**config.mk**
```make
export PLATFORM = sky130hd
export DESIGN_NAME = rational_arith_unit
export DESIGN_NICKNAME = d
export VERILOG_FILES = /design/src/rtl/rau_pkg.sv /design/src/rtl/rau_div.sv /design/src/rtl/rational_arith_unit.sv
export SDC_FILE = /design/constraint.sdc
export NUM_CORES = 2
export LEC_CHECK = 0
export CORE_MARGIN = 2
export CORE_UTILIZATION = 31
export DETAILED_ROUTE_END_ITERATION = 6
export DONT_BUFFER_PORTS = 1
export GPL_TIMING_DRIVEN = 0
export PLACE_DENSITY_LB_ADDON = 0.1
export SLEW_MARGIN = 10
export SYNTH_ARGS = -nofsm -noshare
export SYNTH_HDL_FRONTEND = slang
export SYNTH_SLANG_ARGS = --single-unit
```
**constraint.sdc**
```tcl
create_clock -name clk -period 25.1 [get_ports clk]
set_input_delay 1.255 -clock clk [delete_from_list [all_inputs] [get_ports clk]]
set_output_delay 1.255 -clock clk [all_outputs]
set_load 0.01 [all_outputs]
```
**src/rtl/rau_pkg.sv**
```systemverilog
// ----------------------------------------------------------------------------
// rau_pkg: shared types and constants for the rational arithmetic unit
// Holds the data width, the operation codes, the sequencer states and the
// request and status structs that pass between the sequencer and the divider.
// ----------------------------------------------------------------------------
package rau_pkg;

	localparam int W = 32;

	typedef enum logic [1:0] {
		CMD_ADD = 2'd0,
		CMD_SUB = 2'd1,
		CMD_MUL = 2'd2,
		CMD_DIV = 2'd3
	} cmd_t;

	typedef enum logic [3:0] {
		ST_IDLE,
		ST_MUL1,
		ST_MUL2,
		ST_MUL3,
		ST_COMB,
		ST_GCD_GO,
		ST_GCD_WAIT,
		ST_QN_GO,
		ST_QN_WAIT,
		ST_QD_GO,
		ST_QD_WAIT,
		ST_DONE
	} state_t;

	typedef struct packed {
		logic         go;
		logic [W-1:0] dividend;
		logic [W-1:0] divisor;
	} div_req_t;

	typedef struct packed {
		logic         done;
		logic         busy;
		logic [W-1:0] quot;
		logic [W-1:0] rem;
	} div_rsp_t;

endpackage

```
**src/rtl/rau_div.sv**
```systemverilog
// ----------------------------------------------------------------------------
// rau_div: shared signed radix-2 divider
// Truncating signed divide and remainder, one quotient bit per cycle.
// ----------------------------------------------------------------------------
module rau_div (
	input  logic              clk,
	input  logic              arst_n,
	input  rau_pkg::div_req_t req,
	output rau_pkg::div_rsp_t rsp
);
	import rau_pkg::*;

	localparam int CW = $clog2(W + 1);

	logic          busy_q;
	logic          done_q;
	logic [CW-1:0] cnt_q;
	logic [W-1:0]  rem_q;
	logic [W-1:0]  quo_q;
	logic [W-1:0]  dvs_q;
	logic          nq_q;
	logic          nr_q;

	logic [W-1:0]  ua;
	logic [W-1:0]  ub;
	logic [W:0]    trial;
	logic [W:0]    shifted;

	assign ua = req.dividend[W-1] ? (~req.dividend + 1'b1) : req.dividend;
	assign ub = req.divisor[W-1] ? (~req.divisor + 1'b1) : req.divisor;
	assign shifted = {rem_q, quo_q[W-1]};
	assign trial = shifted - {1'b0, dvs_q};

	always_ff @(posedge clk or negedge arst_n) begin
		if (!arst_n) begin
			busy_q <= 1'b0;
			done_q <= 1'b0;
			cnt_q  <= '0;
		end else begin
			done_q <= 1'b0;
			if (req.go) begin
				busy_q <= 1'b1;
				cnt_q  <= CW'(W);
			end else if (busy_q) begin
				cnt_q <= cnt_q - 1'b1;
				if (cnt_q == CW'(1)) begin
					busy_q <= 1'b0;
					done_q <= 1'b1;
				end
			end
		end
	end

	always_ff @(posedge clk) begin
		if (req.go) begin
			rem_q <= '0;
			quo_q <= ua;
			dvs_q <= ub;
			nq_q  <= req.dividend[W-1] ^ req.divisor[W-1];
			nr_q  <= req.dividend[W-1];
		end else if (busy_q) begin
			// restoring step: shift in next dividend bit, try subtract
			if (!trial[W]) begin
				rem_q <= trial[W-1:0];
				quo_q <= {quo_q[W-2:0], 1'b1};
			end else begin
				rem_q <= shifted[W-1:0];
				quo_q <= {quo_q[W-2:0], 1'b0};
			end
		end
	end

	assign rsp.done = done_q;
	assign rsp.busy = busy_q;
	assign rsp.quot = nq_q ? (~quo_q + 1'b1) : quo_q;
	assign rsp.rem  = nr_q ? (~rem_q + 1'b1) : rem_q;

`ifndef SYNTH
	a_go_idle: assert property (@(posedge clk) disable iff (!arst_n)
		req.go |-> !busy_q) else $error("divider started while busy");
	a_done_end: assert property (@(posedge clk) disable iff (!arst_n)
		done_q |-> $past(busy_q)) else $error("done without a run");
	a_busy_done: assert property (@(posedge clk) disable iff (!arst_n)
		$fell(busy_q) |-> done_q) else $error("run ended without done");
`endif

endmodule

```
**src/rtl/rational_arith_unit.sv**
```systemverilog
// rational_arith_unit: signed fraction add, subtract, multiply, divide with gcd reduction
// sequence: products, a combine step, euclid divides until the remainder is zero, a check,
//   two final divides by the gcd and done; each divide is issued, steps and ends in done
// throughput: one word at a time; busy stays high from start through the done strobe
// the result is shown for one cycle with done; the receiver cannot stall
// reset: arst_n asynchronous active low returns the sequencer to idle
// ----------------------------------------------------------------------------
// rational_arith_unit: top level
// Sequencer, shared multiplier and overflow tracking around the divider.
// ----------------------------------------------------------------------------
module rational_arith_unit (
	input  logic                     clk,
	input  logic                     arst_n,
	input  logic                     start,
	output logic                     busy,
	input  logic [1:0]               command,
	input  logic signed [31:0]       a_num,
	input  logic signed [31:0]       a_den,
	input  logic signed [31:0]       b_num,
	input  logic signed [31:0]       b_den,
	output logic                     done,
	output logic signed [31:0]       res_num,
	output logic signed [31:0]       res_den,
	output logic                     overflow
);
	import rau_pkg::*;

	state_t       state_q, state_d;
	cmd_t         cmd_q;
	logic [W-1:0] an_q, ad_q, bn_q, bd_q;
	logic [W-1:0] p1_q, p2_q, num_q, den_q, g_q, b_q;
	logic         ov_q;
	logic [W-1:0] mx, my;
	logic [2*W-1:0] prod;
	logic         pov;
	logic [W:0]   sum;
	logic         sov;
	div_req_t     dreq;
	div_rsp_t     drsp;

	rau_div u_div (.clk(clk), .arst_n(arst_n), .req(dreq), .rsp(drsp));

	// one shared multiplier, operands picked by state
	always_comb begin
		mx = an_q;
		my = bd_q;
		case (state_q)
			ST_MUL1: begin
				mx = an_q;
				my = (cmd_q == CMD_MUL) ? bn_q : bd_q;
			end
			ST_MUL2: begin
				mx = (cmd_q == CMD_DIV) ? ad_q : bn_q;
				my = (cmd_q == CMD_DIV) ? bn_q : ad_q;
			end
			ST_MUL3: begin
				mx = ad_q;
				my = bd_q;
			end
			default: begin
				mx = an_q;
				my = bd_q;
			end
		endcase
	end

	assign prod = $signed(mx) * $signed(my);
	assign pov  = prod[2*W-1:W-1] != {(W+1){prod[W-1]}};
	assign sum  = (cmd_q == CMD_SUB) ? ({p1_q[W-1], p1_q} - {p2_q[W-1], p2_q})
	                                 : ({p1_q[W-1], p1_q} + {p2_q[W-1], p2_q});
	assign sov  = sum[W] != sum[W-1];

	always_comb begin
		state_d = state_q;
		case (state_q)
			ST_IDLE:     if (start) state_d = ST_MUL1;
			ST_MUL1:     state_d = ST_MUL2;
			ST_MUL2:     state_d = ST_MUL3;
			ST_MUL3:     state_d = ST_COMB;
			ST_COMB:     state_d = ST_GCD_GO;
			ST_GCD_GO:   state_d = (b_q == '0) ? ST_QN_GO : ST_GCD_WAIT;
			ST_GCD_WAIT: if (drsp.done) state_d = ST_GCD_GO;
			ST_QN_GO:    state_d = ST_QN_WAIT;
			ST_QN_WAIT:  if (drsp.done) state_d = ST_QD_GO;
			ST_QD_GO:    state_d = ST_QD_WAIT;
			ST_QD_WAIT:  if (drsp.done) state_d = ST_DONE;
			ST_DONE:     state_d = ST_IDLE;
			default:     state_d = ST_IDLE;
		endcase
	end

	always_comb begin
		dreq.go       = 1'b0;
		dreq.dividend = g_q;
		dreq.divisor  = b_q;
		case (state_q)
			ST_GCD_GO: dreq.go = (b_q != '0);
			ST_QN_GO: begin
				dreq.go       = 1'b1;
				dreq.dividend = num_q;
				dreq.divisor  = g_q;
			end
			ST_QD_GO: begin
				dreq.go       = 1'b1;
				dreq.dividend = den_q;
				dreq.divisor  = g_q;
			end
			default: dreq.go = 1'b0;
		endcase
	end

	always_ff @(posedge clk or negedge arst_n) begin
		if (!arst_n) begin
			state_q <= ST_IDLE;
		end else begin
			state_q <= state_d;
		end
	end

	always_ff @(posedge clk) begin
		case (state_q)
			ST_IDLE: begin
				cmd_q <= cmd_t'(command);
				an_q  <= a_num;
				bn_q  <= b_num;
				ad_q  <= (a_den == '0) ? W'(1) : a_den;
				bd_q  <= (b_den == '0) ? W'(1) : b_den;
				ov_q  <= 1'b0;
			end
			ST_MUL1: begin
				p1_q <= prod[W-1:0];
				ov_q <= ov_q | pov;
			end
			ST_MUL2: begin
				// multiply has no cross product here
				p2_q <= prod[W-1:0];
				ov_q <= ov_q | (pov & (cmd_q != CMD_MUL));
			end
			ST_MUL3: begin
				// divide takes its denominator from the second product
				den_q <= prod[W-1:0];
				ov_q  <= ov_q | (pov & (cmd_q != CMD_DIV));
			end
			ST_COMB: begin
				// divide: den is the second product, num the first
				if (cmd_q == CMD_ADD || cmd_q == CMD_SUB) begin
					num_q <= sum[W-1:0];
					ov_q  <= ov_q | sov;
				end else begin
					num_q <= p1_q;
				end
				if (cmd_q == CMD_DIV) begin
					den_q <= (p2_q == '0) ? W'(1) : p2_q;
					g_q   <= (p2_q == '0) ? W'(1) : p2_q;
					b_q   <= (cmd_q == CMD_DIV) ? p1_q : sum[W-1:0];
				end else begin
					den_q <= (den_q == '0) ? W'(1) : den_q;
					g_q   <= (den_q == '0) ? W'(1) : den_q;
					b_q   <= (cmd_q == CMD_MUL) ? p1_q : sum[W-1:0];
				end
			end
			ST_GCD_WAIT: if (drsp.done) begin
				g_q <= b_q;
				b_q <= drsp.rem;
			end
			ST_QN_WAIT: if (drsp.done) num_q <= drsp.quot;
			ST_QD_WAIT: if (drsp.done) den_q <= drsp.quot;
			default: ;
		endcase
	end

	assign busy     = state_q != ST_IDLE;
	assign done     = state_q == ST_DONE;
	assign res_num  = num_q;
	assign res_den  = den_q;
	assign overflow = ov_q;

`ifndef SYNTH
	a_start_run: assert property (@(posedge clk) disable iff (!arst_n)
		(start && !busy) |=> state_q == ST_MUL1) else $error("start not taken");
	a_done_one: assert property (@(posedge clk) disable iff (!arst_n)
		done |=> !done) else $error("done held longer than a cycle");
	a_div_free: assert property (@(posedge clk) disable iff (!arst_n)
		dreq.go |-> !drsp.busy) else $error("divider reused while busy");
	a_gcd_nz: assert property (@(posedge clk) disable iff (!arst_n)
		state_q == ST_QN_GO |-> g_q != '0) else $error("zero gcd");
`endif

endmodule

```
# Yosys cells after proc, flatten, opt, wreduce, memory -nomap -nowiden
# Index checks and enable logic that the tools add are counted.
dict set report totals {
  reg_bits 433
  inputBits 133
}
dict set report classes {
  n_addsub 8
  eq_ne 24
  reduce_logical 21
  mul 1
  bitwise_logic 11
  muxes 45
}
# cell count
set ops {}
lappend ops {{$mux 32} 18}
lappend ops {{$pmux 32 s2} 5}
lappend ops {{$logic_not 32->1} 5}
lappend ops {{$add 32x1->32 const B} 4}
lappend ops {{$not 32->32} 4}
lappend ops {{$pmux 64 s2} 1}
lappend ops {{$pmux 32 s3} 1}
lappend ops {{$mul 32x32->64} 1}
lappend ops {{$pmux 4 s11} 1}
lappend ops {{$add 32x32->33} 1}
lappend ops {{$mux 33} 1}
lappend ops {{$sub 32x32->33} 1}
lappend ops {{$sub 33x32->33} 1}
lappend ops {{$ne 32x32->1} 1}
lappend ops {{$reduce_bool 32->1} 1}
lappend ops {{$mux 31} 1}
lappend ops {{$eq 4x3->1 const B} 4}
lappend ops {{$eq 4x4->1 const B} 4}
lappend ops {{$mux 4} 4}
lappend ops {{$mux 6} 2}
lappend ops {{$mux 1} 9}
lappend ops {{$eq 4x2->1 const B} 2}
lappend ops {{$ne 2x2->1 const B} 4}
lappend ops {{$reduce_and 2->1} 4}
lappend ops {{21 further kinds} 30}

# Longest topological paths before layout
dict set report depth {
  depth_word 8
  depth_mapped 44
}

# Cells and area by module
# Synthesis repeated with hierarchy kept, for this count alone.
dict set report hier_totals {
  cells_unflattened 6420
  area_unflattened_um2 60576.8
}
# mod area_each_um2 seq_area_each_um2 instances cells_each
set modules_own_cells {}
lappend modules_own_cells {rational_arith_unit 52171.3 9799.4 1 5430}
lappend modules_own_cells {rau_div 8405.6 2822.7 1 990}

# Worst setup path after synthesis
# OpenSTA, ideal clock, no wires.
dict set report synth_path {
  kind {register to register}
  from {register state_q[2]}
  to {register ov_q (netlist: overflow), data pin}
  period_less_slack_ps 13028
  arrival_ps 12767
  setup_time_ps 261
  path_stages_with_launch 37
  setup_slack_ps 12072
  required_time_ps 24839
  path_cell_list {dfrtp_1 > buf_2 > or2_2 > nor3b_1 > a31oi_1 > clkbuf_1 > clkbuf_1 > a22oi_1 > and2_1 > clkbuf_1 > nor2_1 > fa_1 > inv_1 > fa_1 > inv_1 > fa_1 > fa_1 > inv_1 > fa_1 > fa_1 > fa_1 > fa_1 > inv_1 > ha_1 > clkbuf_1 > a21o_1 > a21o_1 > a21oi_1 > o21ai_0 > o211ai_1 > o311ai_0 > xnor2_1 > nand2_1 > or4b_1 > a2111o_1 > nor3_1 > o31ai_1}
}
dict set report synth_between {
  elab_chain_len 7
  elab_cells_between_ends 15
  classes_between {mul: 1; eq/ne: 5; mux: 3; bitwise: 5; reduce/logical: 1}
}
# element line
set synth_rtl {}
lappend synth_rtl {{start, declared} rational_arith_unit.sv:28} ;# state_t state_q, state_d;
lappend synth_rtl {{start signal, assigned} rational_arith_unit.sv:116} ;# state_q <= state_d;
lappend synth_rtl {{$eq 4x2->1 / $eq 4x1->1 (equally long branches)} {rational_arith_unit.sv:47, rational_arith_unit.sv:121}}
lappend synth_rtl {{$pmux 32 s2} rational_arith_unit.sv:47} ;# case (state_q)
lappend synth_rtl {{$mul 32x32->64} rational_arith_unit.sv:67} ;# assign prod = $signed(mx) * $signed(my);
lappend synth_rtl {{$ne 32x32->1} rational_arith_unit.sv:68} ;# assign pov = prod[2*W-1:W-1] != {(W+1){prod[W-1]}};
lappend synth_rtl {{$and 1x1->1 (on tied branches)} {rational_arith_unit.sv:142, rational_arith_unit.sv:137}}
lappend synth_rtl {{$or 1x1->1 (on tied branches)} {rational_arith_unit.sv:142, rational_arith_unit.sv:137}}
lappend synth_rtl {{$pmux 1 s5 (*)} rational_arith_unit.sv:121} ;# case (state_q)
lappend synth_rtl {{end signal, assigned} rational_arith_unit.sv:132} ;# ov_q <= ov_q | pov;
lappend synth_rtl {{end signal, assigned} rational_arith_unit.sv:142} ;# ov_q <= ov_q | (pov & (cmd_q != CMD_DIV));
lappend synth_rtl {{end signal, assigned} rational_arith_unit.sv:148} ;# ov_q <= ov_q | sov;
lappend synth_rtl {{end, declared} rational_arith_unit.sv:32} ;# logic ov_q;
# Every way passes the cells marked *; elsewhere a longest branch is shown, timed or not.
# A chain may end at the register's enable or synchronous reset.

# Worst setup path in the final report
# Same ends and word-level chain as after synthesis.

==> impl_metrics.ini <==
[clock_network]
clock_path_buffers = 3
cts_resized = 0
path_clk_slew_ns = 0.06
cts_made_buffers = 55
clock-sinks = 433
cts_setup_buffers = 0
ctsHoldBuffers = 0
root_buffer = clkbuf_16
cts_tree = done
ctsHtreeMaxLevel = 2
insertion_delay_ns = 0.73

[route]
viasPerCell = 5.35
ant_nets = 0
dr_total_vias = 48081
wl_per_cell_um = 29.6
first_pass_iters = 7
drtIter0Drc = 4485
drc = 7
drt-total-wl_um = 266000

[floorplanning]
die_w_um = 445
die-area_mm2 = 0.198
io_pins = 200
start_util_pct = 31.3
core-area_mm2 = 0.193
rows = 161
die_h_um = 445

[logic_synthesis]
synth_ff_type = edfxtp_1
syn_area_mm2 = 0.0603
netlist_top_cells_area = fa_1 (36%), edfxtp_1 (19%), nand2_1 (5.8%)
synth_edf_count = 389
synth.distinct_cells = 93
synthCells = 6334
yosysTopAreaCell = fa_1
synth.top_cell.area_share_pct = 36.0
ys_ff_latch = 433
async_reset_ff_share_pct = 2.77
ys_warn_count = 0
syn-num-nets = 7807
syn_area_per_cell_um2 = 9.52
ys_seq_area_share_pct = 20.9

[placed_design]
placed_cells = 8890
place_hpwl_um = 223000
placed_cell_area_mm2 = 0.0640
pre_cts_ws_ns = 9.77
port_buffers = 0
gp_congestion = 0.985

[hold_path]
min_path_type = in2async

[sta]
rsz0062_at_grt = false
fmax_mhz = 65.5
fin_tns_setup_ns = 0
final_hold_viol_count = 0
slew_violations = 0
clock-skew-final_ns = 0.0574
relSlewSlack_pct = 3.72
worst_slack_ns = 9.83
setup_violations = 0
worst_pin_slew_ns = 1.43
layout_worst_path_cycle_share_pct = 60.8
min_period_ns = 15.27

[layout]
n_fill_cell = 20113
area_growth_pct = 9.05
fin_nets = 7894
seq_area_mm2 = 0.0126
stdcell_count = 8989
multiInputGateArea_mm2 = 0.0432
postLayoutCellArea_mm2 = 0.0657
drive_gt1_share_pct = 3.05

[setup_path]
start_kind = flop
cp-end-kind = flop
crit_family = adder cells
arrival_ns = 15.68
worst_path_max_delay_cell = fa_1
critPathBufInv = 11
path_class = reg2reg
cpMostUsedCell = fa_1
required_ns = 25.51
cp_max_fo = 10
max_stage_delay_ns = 1.03

[global_route]
grt_usage_pct = 26.9
grt_max_degree = 108
first_global_vias = 50915
antenna_found_initial = 13
grt-ovfl-total = 0
grt_pass1_wl_um = 377000

[status]
violations = DRC
status = finished with violations

[power]
vdd_drop_max_uv = 55.7
p_leak_nw = 26.9
p_per_area_mw_per_mm2 = 23.8

[flow_run]
max_cap_violations = 0
-- power by group --
| group | switching, mW | leakage, nW | internal [mW] | total, mW |
|---|---|---|---|---|
| Clock | 0.358 | 0.833 | 0.424 | 0.783 |
| Sequential | 0 | 3.96 | 0.777 | 0.777 |
| Combinational | 0.00199 | 22.1 | 0.00257 | 0.00458 |
| Total | 0.360 | 26.9 | 1.20 | 1.56 |
-- stage by stage --
| step | total power, mW | util [%] | hold slack (ns) |
|---|---|---|---|
| floorplan | 0.796 | - | 0.474 |
| global placement | 0.797 | 32.9 | 0.498 |
| detailed placement | 0.797 | 33.2 | 0.501 |
| CTS | 1.58 | 34.1 | 0.178 |
| global route | 1.61 | 34.1 | 0.211 |
| finish | 1.56 | 34.1 | 0.241 |
-- cell usage after synthesis, drive strengths merged (5+ instances only) --
master,n
a21oi,281
o21ai,206
and3,23
nand4,28
a211oi,19
inv,818
or4,14
a22oi,48
a31oi,50
edfxtp,389
nand2b,25
buf,36
o21bai,19
a222oi,23
nand2,933
fa,1084
or2,8
nand3,43
a21o,84
o311ai,5
nor3b,9
o41ai,18
o2111ai,5
a21boi,10
o21a,24
nor3,59
ha,256
dfxtp,32
xnor2,160
dfrtp,12
nor4b,6
or3,27
o221ai,20
nand4b,6
o211ai,14
nor2b,25
nor2,717
mux2i,109
and2,52
a221o,10
xor2,114
a211o,8
clkbuf,355
o31ai,28
nor4,49
-- layout by cell type (no fill, tap or decap), types with 20 or more instances in the layout --
| cell | n |
|---|---|
| clkbuf_1 | 363 |
| o21ai_0 | 197 |
| o221ai_1 | 20 |
| fa_1 | 1084 |
| nand3_1 | 43 |
| a21oi_1 | 265 |
| a21o_1 | 84 |
| mux2i_1 | 109 |
| o21a_1 | 24 |
| edfxtp_1 | 389 |
| buf_1 | 22 |
| nor2b_1 | 24 |
| clkbuf_16 | 55 |
| nor3_1 | 58 |
| xnor2_1 | 160 |
| a22oi_1 | 48 |
| and3_1 | 23 |
| xor2_1 | 114 |
| nand4_1 | 28 |
| a222oi_1 | 23 |
| a31oi_1 | 49 |
| dfxtp_1 | 32 |
| inv_1 | 815 |
| nand2b_1 | 25 |
| nand2_1 | 932 |
| o31ai_1 | 23 |
| ha_1 | 256 |
| and2_1 | 51 |
| nor2_1 | 715 |
| or3_1 | 24 |
| nor4_1 | 47 |
-- state kept, by name, indices dropped and copies added, names as in the netlist, 2 cells and up --
| name | count |
|---|---|
| ad_q | 32 |
| an_q | 32 |
| b_q | 32 |
| bd_q | 32 |
| bn_q | 32 |
| cmd_q | 2 |
| g_q | 32 |
| p1_q | 32 |
| p2_q | 32 |
| res_den | 32 |
| res_num | 32 |
| state_q | 4 |
| u_div.cnt_q | 6 |
| u_div.dvs_q | 32 |
| u_div.quo_q | 32 |
| u_div.rem_q | 32 |
-- cells by family after synthesis --
logic type | Yosys count | synth area share (%)
adder cells (fa/ha/maj) | 1340 | 41.3
AO/OA/AOI/OAI | 919 | 9.77
AND/OR/NAND/NOR | 2043 | 14.4
multiplexers | 112 | 1.87
flip-flops | 433 | 20.9
XOR/XNOR | 275 | 4.02
buffers and inverters | 1212 | 7.67
-- per-layer routing --
metal  part of all wire, %  GRT usage (%)  routed length [µm]
met1                    40           33.6              106000
met2                    46           43.8              123000
met3                   7.3           4.84               19300
met4                   6.9           15.0               18300
met5                 0.013              0                  34
-- area by class of cell --
type / count / area share [%]
diodes: 4 / 0.0152
plain buffers: 392 / 2.36
clock buffers: 67 / 2.16
clock inverters: 28 / 0.419
inverters: 820 / 4.70
multi-input cells: 4689 / 65.7
flip-flops and latches: 433 / 19.2
well taps: 2526 / 4.81
repair buffers: 30 / 0.663
-- worst paths after layout --
kind,to,slack (ns),from,cells past startpoint
max reg2reg,overflow,9.83,state_q[2],36
min in group clk,u_div.cnt_q[5],0.52,u_div.cnt_q[5],2
max,overflow,9.83,state_q[2],36
max in group asynchronous,state_q[0],24.73,arst_n,0
min,u_div.cnt_q[3],0.24,arst_n,0
min reg2reg,u_div.cnt_q[5],0.52,u_div.cnt_q[5],2
(Power assumes the default switching activity.)
